**src/design/tisp_pkg.sv**
```systemverilog
package tisp_pkg;

  localparam int SLOTS_DEF = 16;
  localparam int TAG_W     = 16;
  localparam int TS_W      = 48;
  localparam int CNT_W     = 32;
  localparam int SUM_W     = 63;
  localparam int SIDX_W    = 4;
  localparam int S_DATA_W  = 72;
  localparam int M_DATA_W  = 296;

  typedef enum logic [1:0] {
    REQ_BEGIN = 2'd0,
    REQ_END   = 2'd1,
    REQ_CLEAR = 2'd2,
    REQ_NONE  = 2'd3
  } req_t;

  typedef enum logic [2:0] {
    ST_OK      = 3'd0,
    ST_RESTART = 3'd1,
    ST_FULL    = 3'd2,
    ST_UNKNOWN = 3'd3,
    ST_IDLE    = 3'd4
  } status_t;

  typedef struct packed {
    logic [CNT_W-1:0] call_count;
    logic [SUM_W-1:0] total_ticks;
    logic [TS_W-1:0]  longest;
    logic [TS_W-1:0]  second_longest;
    logic [TS_W-1:0]  shortest;
    logic [TS_W-1:0]  second_shortest;
  } stats_t;

endpackage

```
**src/design/tisp_lookup.sv**
```systemverilog
module tisp_lookup
  import tisp_pkg::*;
#(
  parameter int SLOTS = SLOTS_DEF,
  parameter int IDX_W = (SLOTS > 1) ? $clog2(SLOTS) : 1
) (
  input  logic             used [SLOTS],
  input  logic [TAG_W-1:0] key  [SLOTS],
  input  logic [TAG_W-1:0] tag,
  output logic             hit,
  output logic [IDX_W-1:0] hit_idx,
  output logic             free,
  output logic [IDX_W-1:0] free_idx
);

  // lowest matching slot and lowest free slot
  always_comb begin
    hit      = 1'b0;
    hit_idx  = '0;
    free     = 1'b0;
    free_idx = '0;
    for (int i = SLOTS - 1; i >= 0; i--) begin
      if (used[i] && (key[i] == tag)) begin
        hit     = 1'b1;
        hit_idx = IDX_W'(i);
      end
      if (!used[i]) begin
        free     = 1'b1;
        free_idx = IDX_W'(i);
      end
    end
  end

endmodule

```
**config.mk**
```make
export PLATFORM = sky130hd
export DESIGN_NAME = tisp_lookup
export DESIGN_NICKNAME = d
export VERILOG_FILES = /design/src/design/tisp_pkg.sv /design/src/design/tisp_lookup.sv
export SDC_FILE = /design/constraint.sdc
export NUM_CORES = 1
export LEC_CHECK = 0
export BUFFER_PORTS_ARGS = -buffer_cell sky130_fd_sc_hd__clkbuf_2
export CAP_MARGIN = 5
export CORE_MARGIN = 4
export CORE_UTILIZATION = 30
export DETAILED_ROUTE_END_ITERATION = 16
export GPL_TIMING_DRIVEN = 0
export PLACE_DENSITY_LB_ADDON = 0.2
export RECOVER_POWER = 25
export SLEW_MARGIN = 10
export SYNTH_ARGS = -nofsm -noshare
export SYNTH_HDL_FRONTEND = slang
export SYNTH_SLANG_ARGS = --single-unit
```
**constraint.sdc**
```tcl
create_clock -name vclk -period 3.64
set_clock_uncertainty 0.1 [all_clocks]
set_input_delay 0.182 -clock vclk [all_inputs]
set_output_delay 0.182 -clock vclk [all_outputs]
set_load 0.005 [all_outputs]
```
==> reports/summary.md <==
Status
* finished, final reports clean — result of the run

Timing
* 2.887 ns — post-layout minimum cycle time
* 0 — final setup violating endpoints
* 0.3810 — Slew headroom
* 0.7932 — crit share post-route
* 0 — pins over their slew limit
* 346.3 MHz — maximum achievable frequency
* 0 — number of hold violations in the final report
* false — setup repair after global routing missed its margin
* 0 ns — Total Neg Setup Slack
* 0.5819 ns — Final Hold Slack
* 0.9200 ns — slew of the pin with the lowest slew margin

Setup path
* 3 — number of buffers and inverters on the critical path
* 0.71 ns — delay contributed by the slowest stage of the critical path
* 3.36 ns — Required @ worst endpoint
* output port — Worst Setup End Kind
* 2.61 ns — signal arrival time at the worst endpoint
* sky130_fd_sc_hd__nor4_1 — Max stage delay cell, worst path
* in2out — crit path kind
* simple AND/OR/NAND/NOR gates — top cell family by delay on the critical path
* buf_2 -> buf_4 -> xnor2_1 -> nand4_1 -> nor4_1 -> nand3_1 -> nand2b_1 -> nor3_1 -> and2_1 -> nor2b_1 -> clkbuf_2 — worst-path cell chain
* primary input — launching element type of the critical path
* 10 — Critical Path Fanout Max

Place
* 0.8723 — routability congestion estimate from global placement
* 14670 microns — sum of net half-perimeters after detailed placement
* 282 — I/O Buffers

Clock network
* 0 — Setup Buffers After CTS
* 0 — CTS Hold Bufs
* 0 — count of instances resized after the clock tree is built

Power and ir drop
* 116.3 nW/um^2 — PD cells
* 0.00008802 V — Peak VDD IR
* 2.281 nW — standby leakage power

Global routing
* 4506 — number of global-route vias before repair
* 23960 microns — wire length of the first global-routing pass
* 0.2355 — gr usage total
* 0 — gr ovfl total
* 0 — initial antenna violation count
* 11 — pin count of the biggest net entering global routing

Die
* 115.8 microns — floorplan die height
* 39 — # rows
* 298 — top-level port count
* 13410 sq um — total die area
* 115.8 microns — width of the die
* 11420 sq um — Floorplan Core Area
* 0.3054 — Initial Util

Logic synthesis
* 0.4169 — proportion of netlist area held by the largest area contributor
* 3487 sq um — summed instance area of the synthesized netlist
* sky130_fd_sc_hd__xnor2_1 — Yosys top cell by area
* 446 — post-synthesis instance total
* 0 — portion of the post-synthesis area used by sequential elements
* 0 — Yosys warnings
* sky130_fd_sc_hd__xnor2_1 (42%), sky130_fd_sc_hd__xor2_1 (22%), sky130_fd_sc_hd__nand4_1 (7.7%) — biggest area contributors in the synthesized netlist
* 734 — number of nets produced by synthesis
* 7.819 sq um — Mean Syn Cell Area
* 32 — number of different library cells in the post-synthesis netlist

Hold path
* in2out — worst hold path class

Layout
* 45.53% — area added between synthesis and finish
* 0 — flip-flop and latch count
* 0 sq um — sequential cell area
* 0 — Antenna Cells
* 1018 — Net count, final
* 1213 — filler cell count in the final layout
* 0.4444 — final core utilization
* 0.4409 — share of cells above drive strength 1
* 3179 sq um — multi-input logic area
* 0 — count of clock buffers in the final design

Route
* 16940 microns — aggregate routed wire length
* 0 — DRC violations left
* 4 — number of iterations in the first detailed-routing pass
* 19.45 microns — average routed wire per standard cell
* 0 — Detail Route Antenna Nets
* 4.831 — via/cell ratio
* 4208 — Vias
* 138 — Iteration-0 DRC Markers

Flow run
* 0 — number of max-cap violations

[final timing paths]
check,start,end,slack (ns),depth (start not counted)
hold / removal,used[15],free_idx[1],0.58,4
setup / recovery,tag[4],hit_idx[3],0.75,11
[cells by family after synthesis]
kind of cell              Yosys count  share of synthesized area
xor gates and xnor gates          256                     0.6451
and+or+nand+nor                   129                     0.2203
buffers and inverters              37                    0.08827
AOI/OAI and AO/OA                  24                    0.04629
[area by class of cell]
cell class         count  share of cell area
multi-input cells    409              0.6265
repair buffers       282              0.2776
plain buffers         32             0.05695
well taps            143             0.03526
inverters              5            0.003698
[cells in the final DEF, fill, tap and decap left out, drive strengths merged, types with 5 or more instances in the layout]
cell type / n
clkbuf: 282
xnor2: 166
xor2: 90
nand4: 43
buf: 32
nor4: 31
nand2: 17
nor3: 11
nand3: 9
nor2: 7
o21ai: 6
inv: 5
a31oi: 5
[tightest hold or removal path, stage by stage]
cell and delay (ns):
sky130_fd_sc_hd__clkbuf_2 0.11, sky130_fd_sc_hd__nand2_1 0.07, sky130_fd_sc_hd__a31oi_1 0.04, sky130_fd_sc_hd__clkbuf_2 0.10
[per-stage QoR]
stage,power (W),instance area [sq um],cells,setup WS (ns)
6_report,0.0005901,5075,871,0.7527
5_1_grt,0.0006438,5075,871,0.5643
4_1_cts,0.0005964,5077,871,0.6294
3_5_place_dp,0.0005934,5077,871,0.6387
3_3_place_gp,0.0005825,5077,871,0.6690
2_1_floorplan,0.0003397,3487,446,1.593
[layer usage]
| layer | routed length (microns) | vias up | global-route usage |
|---|---|---|---|
| li1 | - | 2073 | - |
| met3 | 1527 | 26 | 0.04700 |
| met2 | 8725 | 215 | 0.4542 |
| met4 | 364 | 0 | 0.04795 |
| met1 | 6321 | 1894 | 0.2658 |
| met5 | 0 | - | 0 |
[power breakdown]
part	total [W]	switching, W	internal, W	leakage, nW
Sequential	0	0	0	0
Clock	0	0	0	0
Combinational	0.000590	0.000279	0.000311	2.28
[synth_stat cells, types with 5 or more instances]
library cell,count
sky130_fd_sc_hd__buf_2,7
sky130_fd_sc_hd__buf_6,11
sky130_fd_sc_hd__buf_4,12
sky130_fd_sc_hd__nor2_1,7
sky130_fd_sc_hd__inv_1,5
sky130_fd_sc_hd__nand4_1,43
sky130_fd_sc_hd__nand2_1,17
sky130_fd_sc_hd__nor3_1,9
sky130_fd_sc_hd__nand3_1,9
sky130_fd_sc_hd__xnor2_1,166
sky130_fd_sc_hd__nor4_1,27
sky130_fd_sc_hd__xor2_1,89
sky130_fd_sc_hd__o21ai_0,6
sky130_fd_sc_hd__a31oi_1,5
Power figures use the tool's default switching activity.
