===== src/design/tisp_pkg.sv =====
package tisp_pkg;

  localparam int SLOTS_DEF = 16;
  localparam int TAG_W     = 16;
  localparam int TS_W      = 48;
  localparam int CNT_W     = 32;
  localparam int SUM_W     = 63;
  localparam int SIDX_W    = 4;
  localparam int S_DATA_W  = 72;
  localparam int M_DATA_W  = 296;

  typedef enum logic [1:0] {
    REQ_BEGIN = 2'd0,
    REQ_END   = 2'd1,
    REQ_CLEAR = 2'd2,
    REQ_NONE  = 2'd3
  } req_t;

  typedef enum logic [2:0] {
    ST_OK      = 3'd0,
    ST_RESTART = 3'd1,
    ST_FULL    = 3'd2,
    ST_UNKNOWN = 3'd3,
    ST_IDLE    = 3'd4
  } status_t;

  typedef struct packed {
    logic [CNT_W-1:0] call_count;
    logic [SUM_W-1:0] total_ticks;
    logic [TS_W-1:0]  longest;
    logic [TS_W-1:0]  second_longest;
    logic [TS_W-1:0]  shortest;
    logic [TS_W-1:0]  second_shortest;
  } stats_t;

endpackage


===== src/design/tisp_record.sv =====
module tisp_record
  import tisp_pkg::*;
(
  input  stats_t          cur,
  input  logic [TS_W-1:0] interval,
  output stats_t          nxt
);

  logic [SUM_W:0] sum;

  always_comb begin
    nxt = cur;
    if (cur.second_longest < interval) begin
      if (cur.longest < interval) begin
        nxt.second_longest = cur.longest;
        nxt.longest        = interval;
      end else begin
        nxt.second_longest = interval;
      end
    end else if ((cur.second_shortest > interval) || (cur.second_shortest == '0)) begin
      if ((cur.shortest > interval) || (cur.shortest == '0)) begin
        nxt.second_shortest = cur.shortest;
        nxt.shortest        = interval;
      end else begin
        nxt.second_shortest = interval;
      end
    end
    sum = {1'b0, cur.total_ticks} + (SUM_W + 1)'(interval);
    nxt.total_ticks = sum[SUM_W] ? {SUM_W{1'b1}} : sum[SUM_W-1:0];
  end

endmodule


===== config.mk =====
export PLATFORM = sky130hd
export DESIGN_NAME = tisp_record
export DESIGN_NICKNAME = d
export VERILOG_FILES = /design/src/design/tisp_pkg.sv /design/src/design/tisp_record.sv
export SDC_FILE = /design/constraint.sdc
export NUM_CORES = 1
export LEC_CHECK = 0
export BUFFER_PORTS_ARGS = -buffer_cell sky130_fd_sc_hd__buf_4
export CORE_AREA = 2 2 245 247
export DETAILED_ROUTE_END_ITERATION = 10
export DIE_AREA = 0 0 247 249
export PLACE_DENSITY_LB_ADDON = 0.3
export SLEW_MARGIN = 20
export SYNTH_ARGS = -nofsm -noshare
export SYNTH_HDL_FRONTEND = slang
export SYNTH_SLANG_ARGS = --single-unit

===== constraint.sdc =====
create_clock -name vclk -period 6.3
set_clock_uncertainty 0.2 [all_clocks]
set_input_delay 1.26 -clock vclk [all_inputs]
set_output_delay 1.26 -clock vclk [all_outputs]
set_load 0.005 [all_outputs]

==> results.sh, run 1 <==
export IMPL_peakVddDrop_v=0.0000542
export IMPL_first_iter_violations=926
export IMPL_core_mm2=0.0587
export IMPL_max_slew_margin_rel_pct=40.6
export IMPL_grt_pass1_vias=15614
export IMPL_crit_path_end_kind="output pin"
export IMPL_hp_class="in -> out"
export IMPL_rsz0062_at_grt="false"
export IMPL_yosysSeqAreaShare_pct=0
export IMPL_setup_viol=0
export IMPL_path_class="in -> out"
export IMPL_hold_violations=0
export IMPL_ant_nets=0
export IMPL_dr_pass1_iters=6
export IMPL_yosysWarnings=0
export IMPL_yosysUniqueCellTypes=71
export IMPL_die_area_mm2=0.0615
export IMPL_powerDensity_mw_per_mm2=110
export IMPL_wire_per_inst_um=26.9
export IMPL_grtUsageTotal_pct=24.5
export IMPL_overflow=0
export IMPL_hpwl_mm=68.8
export IMPL_intPower_mw=0.887
export IMPL_gp_congestion=0.964
export IMPL_cellLeakagePower_nw=8.72
export IMPL_status="finished, final reports clean"
export IMPL_synthCells=1624
export IMPL_timing_hold_ws_ps=2320
export IMPL_synth_area_mm2=0.0116
export IMPL_fin_crit_ps=6200
export IMPL_drv_slew=0
export IMPL_grt_first_pass_wirelength_mm=111
export IMPL_clock_buffer_count=0
export IMPL_comb_power_share_pct=100.0
export IMPL_die_h_um=249
export IMPL_dpl_cell_count=2955
export IMPL_instances_no_fill=2960
export IMPL_arrival_ps=4740
export IMPL_drcViolationCount=0
export IMPL_syn_avg_cell_area_um2=7.13
export IMPL_antenna_found_initial=9
export IMPL_ios=622
export IMPL_die_w_um=247
export IMPL_syn_nets=2198
export IMPL_nNetsFinal=2760
export IMPL_swShare_pct=53.2
export IMPL_cp_start_kind="primary input"
export IMPL_pwr_share_seq_pct=0
export IMPL_worst_slew_pin_slew_ps=883
export IMPL_vias_per_cell=5.24
export IMPL_multi_input_area_mm2=0.0108
export IMPL_hold_buffers=0
export IMPL_cp_required_ps=4840
export IMPL_io_buffers=558
export IMPL_area_growth_syn_to_layout_pct=49.0
export IMPL_vias=15511
export IMPL_wirelength_mm=79.7
export IMPL_post_route_util_pct=29.4
export IMPL_grt_max_degree=53
export IMPL_layout_drive_gt1_share_pct=37.5
export IMPL_nFillCells=6465
export IMPL_rows=89
export IMPL_start_util_pct=19.7
export IMPL_maxCapViolCount=0
export IMPL_max_freq_mhz=161
export IMPL_clkPwrFrac_pct=0
export IMPL_critPathMaxFanout=52
export IMPL_seq_area_um2=0
export IMPL_period_share_pct=98.4
export IMPL_seq_cell_count=0
export IMPL_total_power_mw=1.89
export IMPL_p_sw_mw=1.01
[worst paths after layout]
kind | from | endpoint | slack, ps | cells past startpoint
max | interval[14] | nxt[195] | 100 | 13
min | cur[264] | nxt[264] | 2320 | 0
[Yosys cell counts, types with 3 or more instances]
cell type / count / area, µm²
nand2_1: 145 / 544
nand3_2: 5 / 50.1
and4_1: 6 / 52.6
buf_1: 6 / 22.5
and3_1: 9 / 56.3
nand2b_1: 9 / 56.3
inv_1: 78 / 293
a21o_1: 94 / 706
nor4_1: 28 / 175
mux2i_1: 51 / 510
buf_2: 9 / 45.0
nor2_1: 45 / 169
o21a_1: 19 / 143
o21ai_0: 150 / 751
xor2_1: 16 / 140
buf_4: 34 / 255
a31oi_1: 58 / 363
nor2b_1: 11 / 68.8
nor3_1: 25 / 125
o211ai_1: 8 / 60.1
nand3_1: 73 / 365
o21ai_2: 5 / 43.8
or2_2: 4 / 25.0
ha_1: 238 / 2980
and2_1: 6 / 37.5
buf_6: 6 / 67.6
or3_1: 8 / 50.1
clkbuf_1: 58 / 218
nand4_1: 64 / 400
o31ai_1: 4 / 30.0
o21ai_1: 3 / 15.0
a21oi_1: 157 / 786
mux2_2: 103 / 1160
o21bai_1: 11 / 82.6
a211oi_1: 9 / 67.6
a21boi_0: 3 / 22.5
xnor2_1: 24 / 210
[cell families after synthesis]
logic type | count (synthesis) | synth area share, %
compound gates | 556 | 29.7
simple gates | 443 | 19.1
fa+ha+maj | 239 | 25.9
buf+inv | 192 | 7.82
mux | 154 | 14.4
xor+xnor | 40 | 3.03
[final cells by class]
cell class	count	share of cell area, %
antenna	3	0.0435
inverter	78	1.70
multi-input combinational	1432	62.4
tap	773	5.61
timing repair buffer	674	30.2
[metal layers]
| metal | wire [µm] | global-route usage [%] | vias up |
|---|---|---|---|
| met5 | 27 | 0 | - |
| met4 | 2270 | 6.11 | 4 |
| met3 | 5350 | 3.75 | 96 |
| met2 | 39000 | 44.1 | 687 |
| met1 | 33100 | 30.0 | 7444 |
| li1 | - | - | 7280 |
[critical path, cell delays in order]
cell and delay [ps]:
buf_4 150, ha_1 380, a21oi_2 440, o2111ai_1 210, a21oi_2 400, nor3_4 100
o211a_1 280, o2111a_2 320, o32ai_4 290, or3_2 180, buf_12 270, o21ai_0 210
buf_4 180
[through the flow]
stage	instance area [µm²]	setup slack, ps	setup TNS (ps)
final	17200	101	0
after global routing	17200	19.7	0
after CTS	17200	46.6	0
after detailed placement	17200	-169	-4450
after global placement	17200	-425	-43910
after floorplan	11600	867	0
[cell usage in the layout (no fill, tap or decap), types with 16 or more instances in the layout]
cell / n
a31oi_1: 57
nor2_1: 44
buf_4: 661
o21a_1: 19
nand3_1: 72
ha_1: 238
o21ai_0: 149
nand4_1: 64
xnor2_1: 24
nor4_1: 28
inv_1: 77
mux2i_1: 51
xor2_1: 16
nand2_1: 145
nor3_1: 25
a21o_1: 94
mux2_2: 103
a21oi_1: 152
[power by group through the flow]
stage             Clock, mW  Combinational (mW)  Sequential (mW)
2_1_floorplan             0               0.859                0
3_3_place_gp              0                1.88                0
3_5_place_dp              0                1.89                0
4_1_cts                   0                1.90                0
5_1_grt        0.0000000214                2.05                0
6_report       0.0000000511                1.89                0
[timing repair]
action,in CTS,in global routing
gates resized for setup,2,7
pin swaps,0,5
setup endpoints to repair,93,52
hold endpoints to repair,0,0
buffers inserted,0,2
(Power assumes the default switching activity.)
==> inputs of run 2 (changes only) <==
==> constraint.sdc (replaced) <==
create_clock -name vclk -period 6.3
set_clock_uncertainty 0.2 [all_clocks]
set_input_delay 0.63 -clock vclk [all_inputs]
set_output_delay 0.63 -clock vclk [all_outputs]
set_load 0.005 [all_outputs]
==> run 2 against run 1 <==
Against the previous run: cell count decreased by 3.3%; sequential cell count is the same; fmax up 4.5%; combinational power fell by 4%; setup slack better by 270 ps; core utilization down 1.5 points; power decreased by 4.0%; sequential share of layout area unchanged; critical endpoint is now nxt[34]; largest cell class unchanged; highest routed layer is now met4.
==> results.sh, run 2 (synthesis gave the netlist of run 1 again) <==
export IMPL_final_cell_mix="572 x buf_4, 238 x ha_1, 157 x a21oi_1"
export IMPL_drcViolationCount=0
export IMPL_rsz0062_at_grt="false"
export IMPL_hpwl_mm=67.6
export IMPL_cp_num_buf_inv=2
export IMPL_post_cts_setup_buffers=0
export IMPL_gp_congestion=0.938
export IMPL_status="finished, final reports clean"
export IMPL_fin_crit_ps=5930
export IMPL_gr_usage_met3_pct=3.24
export IMPL_ios=622
export IMPL_crit_chain="buf_4 -> nor4_1 -> nand4_1 -> nor3_1 -> a211oi_1 -> o21a_1 -> and3_2 -> o21ai_0 -> a31oi_1 -> buf_4"
export IMPL_maxCapViolCount=0
export IMPL_period_share_pct=94.2
export IMPL_die_h_um=249
export IMPL_hold_buffers=0
export IMPL_max_slew_margin_rel_pct=23.8
export IMPL_io_buffers=558
export IMPL_core_mm2=0.0587
export IMPL_cellLeakagePower_nw=8.21
export IMPL_use_met1_pct=31.0
export IMPL_crit_slowest_cell="o21ai_0"
export IMPL_crit_path_end_kind="output pin"
export IMPL_drv_slew=0
export IMPL_seq_area_um2=0
export IMPL_die_area_mm2=0.0615
export IMPL_overflow=0
export IMPL_worst_slew_pin_slew_ps=1140
export IMPL_vias=15366
export IMPL_layout_drive_gt1_share_pct=34.2
export IMPL_grt_max_degree=66
export IMPL_wire_per_inst_um=28.0
export IMPL_vias_per_cell=5.37
export IMPL_peakVddDrop_v=0.0000511
export IMPL_top_usage_layer="met2"
export IMPL_powerDensity_mw_per_mm2=111
export IMPL_critPathMaxFanout=48
export IMPL_setup_viol=0
export IMPL_clock_buffer_count=0
export IMPL_path_common_cell="buf_4"
export IMPL_area_growth_syn_to_layout_pct=41.4
export IMPL_rows=89
export IMPL_hold_violations=0
export IMPL_seq_cell_count=0
export IMPL_arrival_ps=5100
export IMPL_wirelength_mm=80.1
export IMPL_nNetsFinal=2662
export IMPL_first_iter_violations=1194
export IMPL_dr_pass1_iters=7
export IMPL_cp_required_ps=5470
export IMPL_path_class="in -> out"
export IMPL_cp_start_kind="primary input"
export IMPL_grt_first_pass_wirelength_mm=111
export IMPL_setup_tns_ps=0
export IMPL_max_freq_mhz=169
export IMPL_grt_pass1_vias=15364
export IMPL_path_delay_family="simple AND/OR/NAND/NOR gates"
export IMPL_die_w_um=247
export IMPL_start_util_pct=19.7
export IMPL_layout_cells_most_common="buf_4"
export IMPL_antenna_found_initial=7
export IMPL_cts_resized_gates=0
export IMPL_use_met2_pct=44.4
export IMPL_ant_nets=0
export IMPL_grtUsageTotal_pct=24.7
export IMPL_slowest_delay_ps=900
export IMPL_timing_hold_ws_ps=1060
export IMPL_nFillCells=6465
export IMPL_hp_class="in -> out"
-- run 2: cell types whose count changed in the layout (fill, tap and decap cells not counted), moves of 5 or more --
| cell | delta |
|---|---|
| a21oi_2 | -5 |
| buf_4 | -89 |
| a21oi_1 | +5 |
| buf_12 | -8 |
-- run 2: layout make-up --
| type | count | area [µm²] | share of cell area (%) |
|---|---|---|---|
| timing repair buffer | 576 | 4370 | 26.7 |
| inverter | 78 | 293 | 1.79 |
| multi-input combinational | 1432 | 10700 | 65.5 |
| tap | 773 | 967 | 5.91 |
| antenna | 3 | 7.51 | 0.0459 |
-- run 2: layer usage --
| layer | up-vias | share of wire [%] |
|---|---|---|
| met5 | - | 0 |
| met4 | 0 | 2.5 |
| met3 | 93 | 7.3 |
| met2 | 798 | 49 |
| met1 | 7401 | 41 |
| li1 | 7074 | - |
-- run 2: where the power goes --
part	internal, mW	total (mW)	switching, mW
Clock	0.0000000493	0.0000000493	0
Sequential	0	0	0
Combinational	0.821	1.82	0.997
Total	0.821	1.82	0.997
-- run 2: worst paths after layout --
check                start        to  slack [ps]  cells after the start
setup / recovery   cur[48]   nxt[34]         370                     10
hold / removal    cur[264]  nxt[264]        1060                      0
-- run 2: per-stage QoR --
stage | cells | util, % | power [mW] | setup WS [ps] | cell area [µm²]
4_1_cts | 2859 | 27.9 | 1.82 | 266 | 16400
6_report | 2862 | 27.9 | 1.82 | 368 | 16400
3_3_place_gp | 2859 | 27.9 | 1.80 | 246 | 16400
2_1_floorplan | 1624 | - | 0.859 | 2130 | 11600
3_5_place_dp | 2859 | 27.9 | 1.81 | 278 | 16400
5_1_grt | 2861 | 27.9 | 1.96 | 166 | 16400
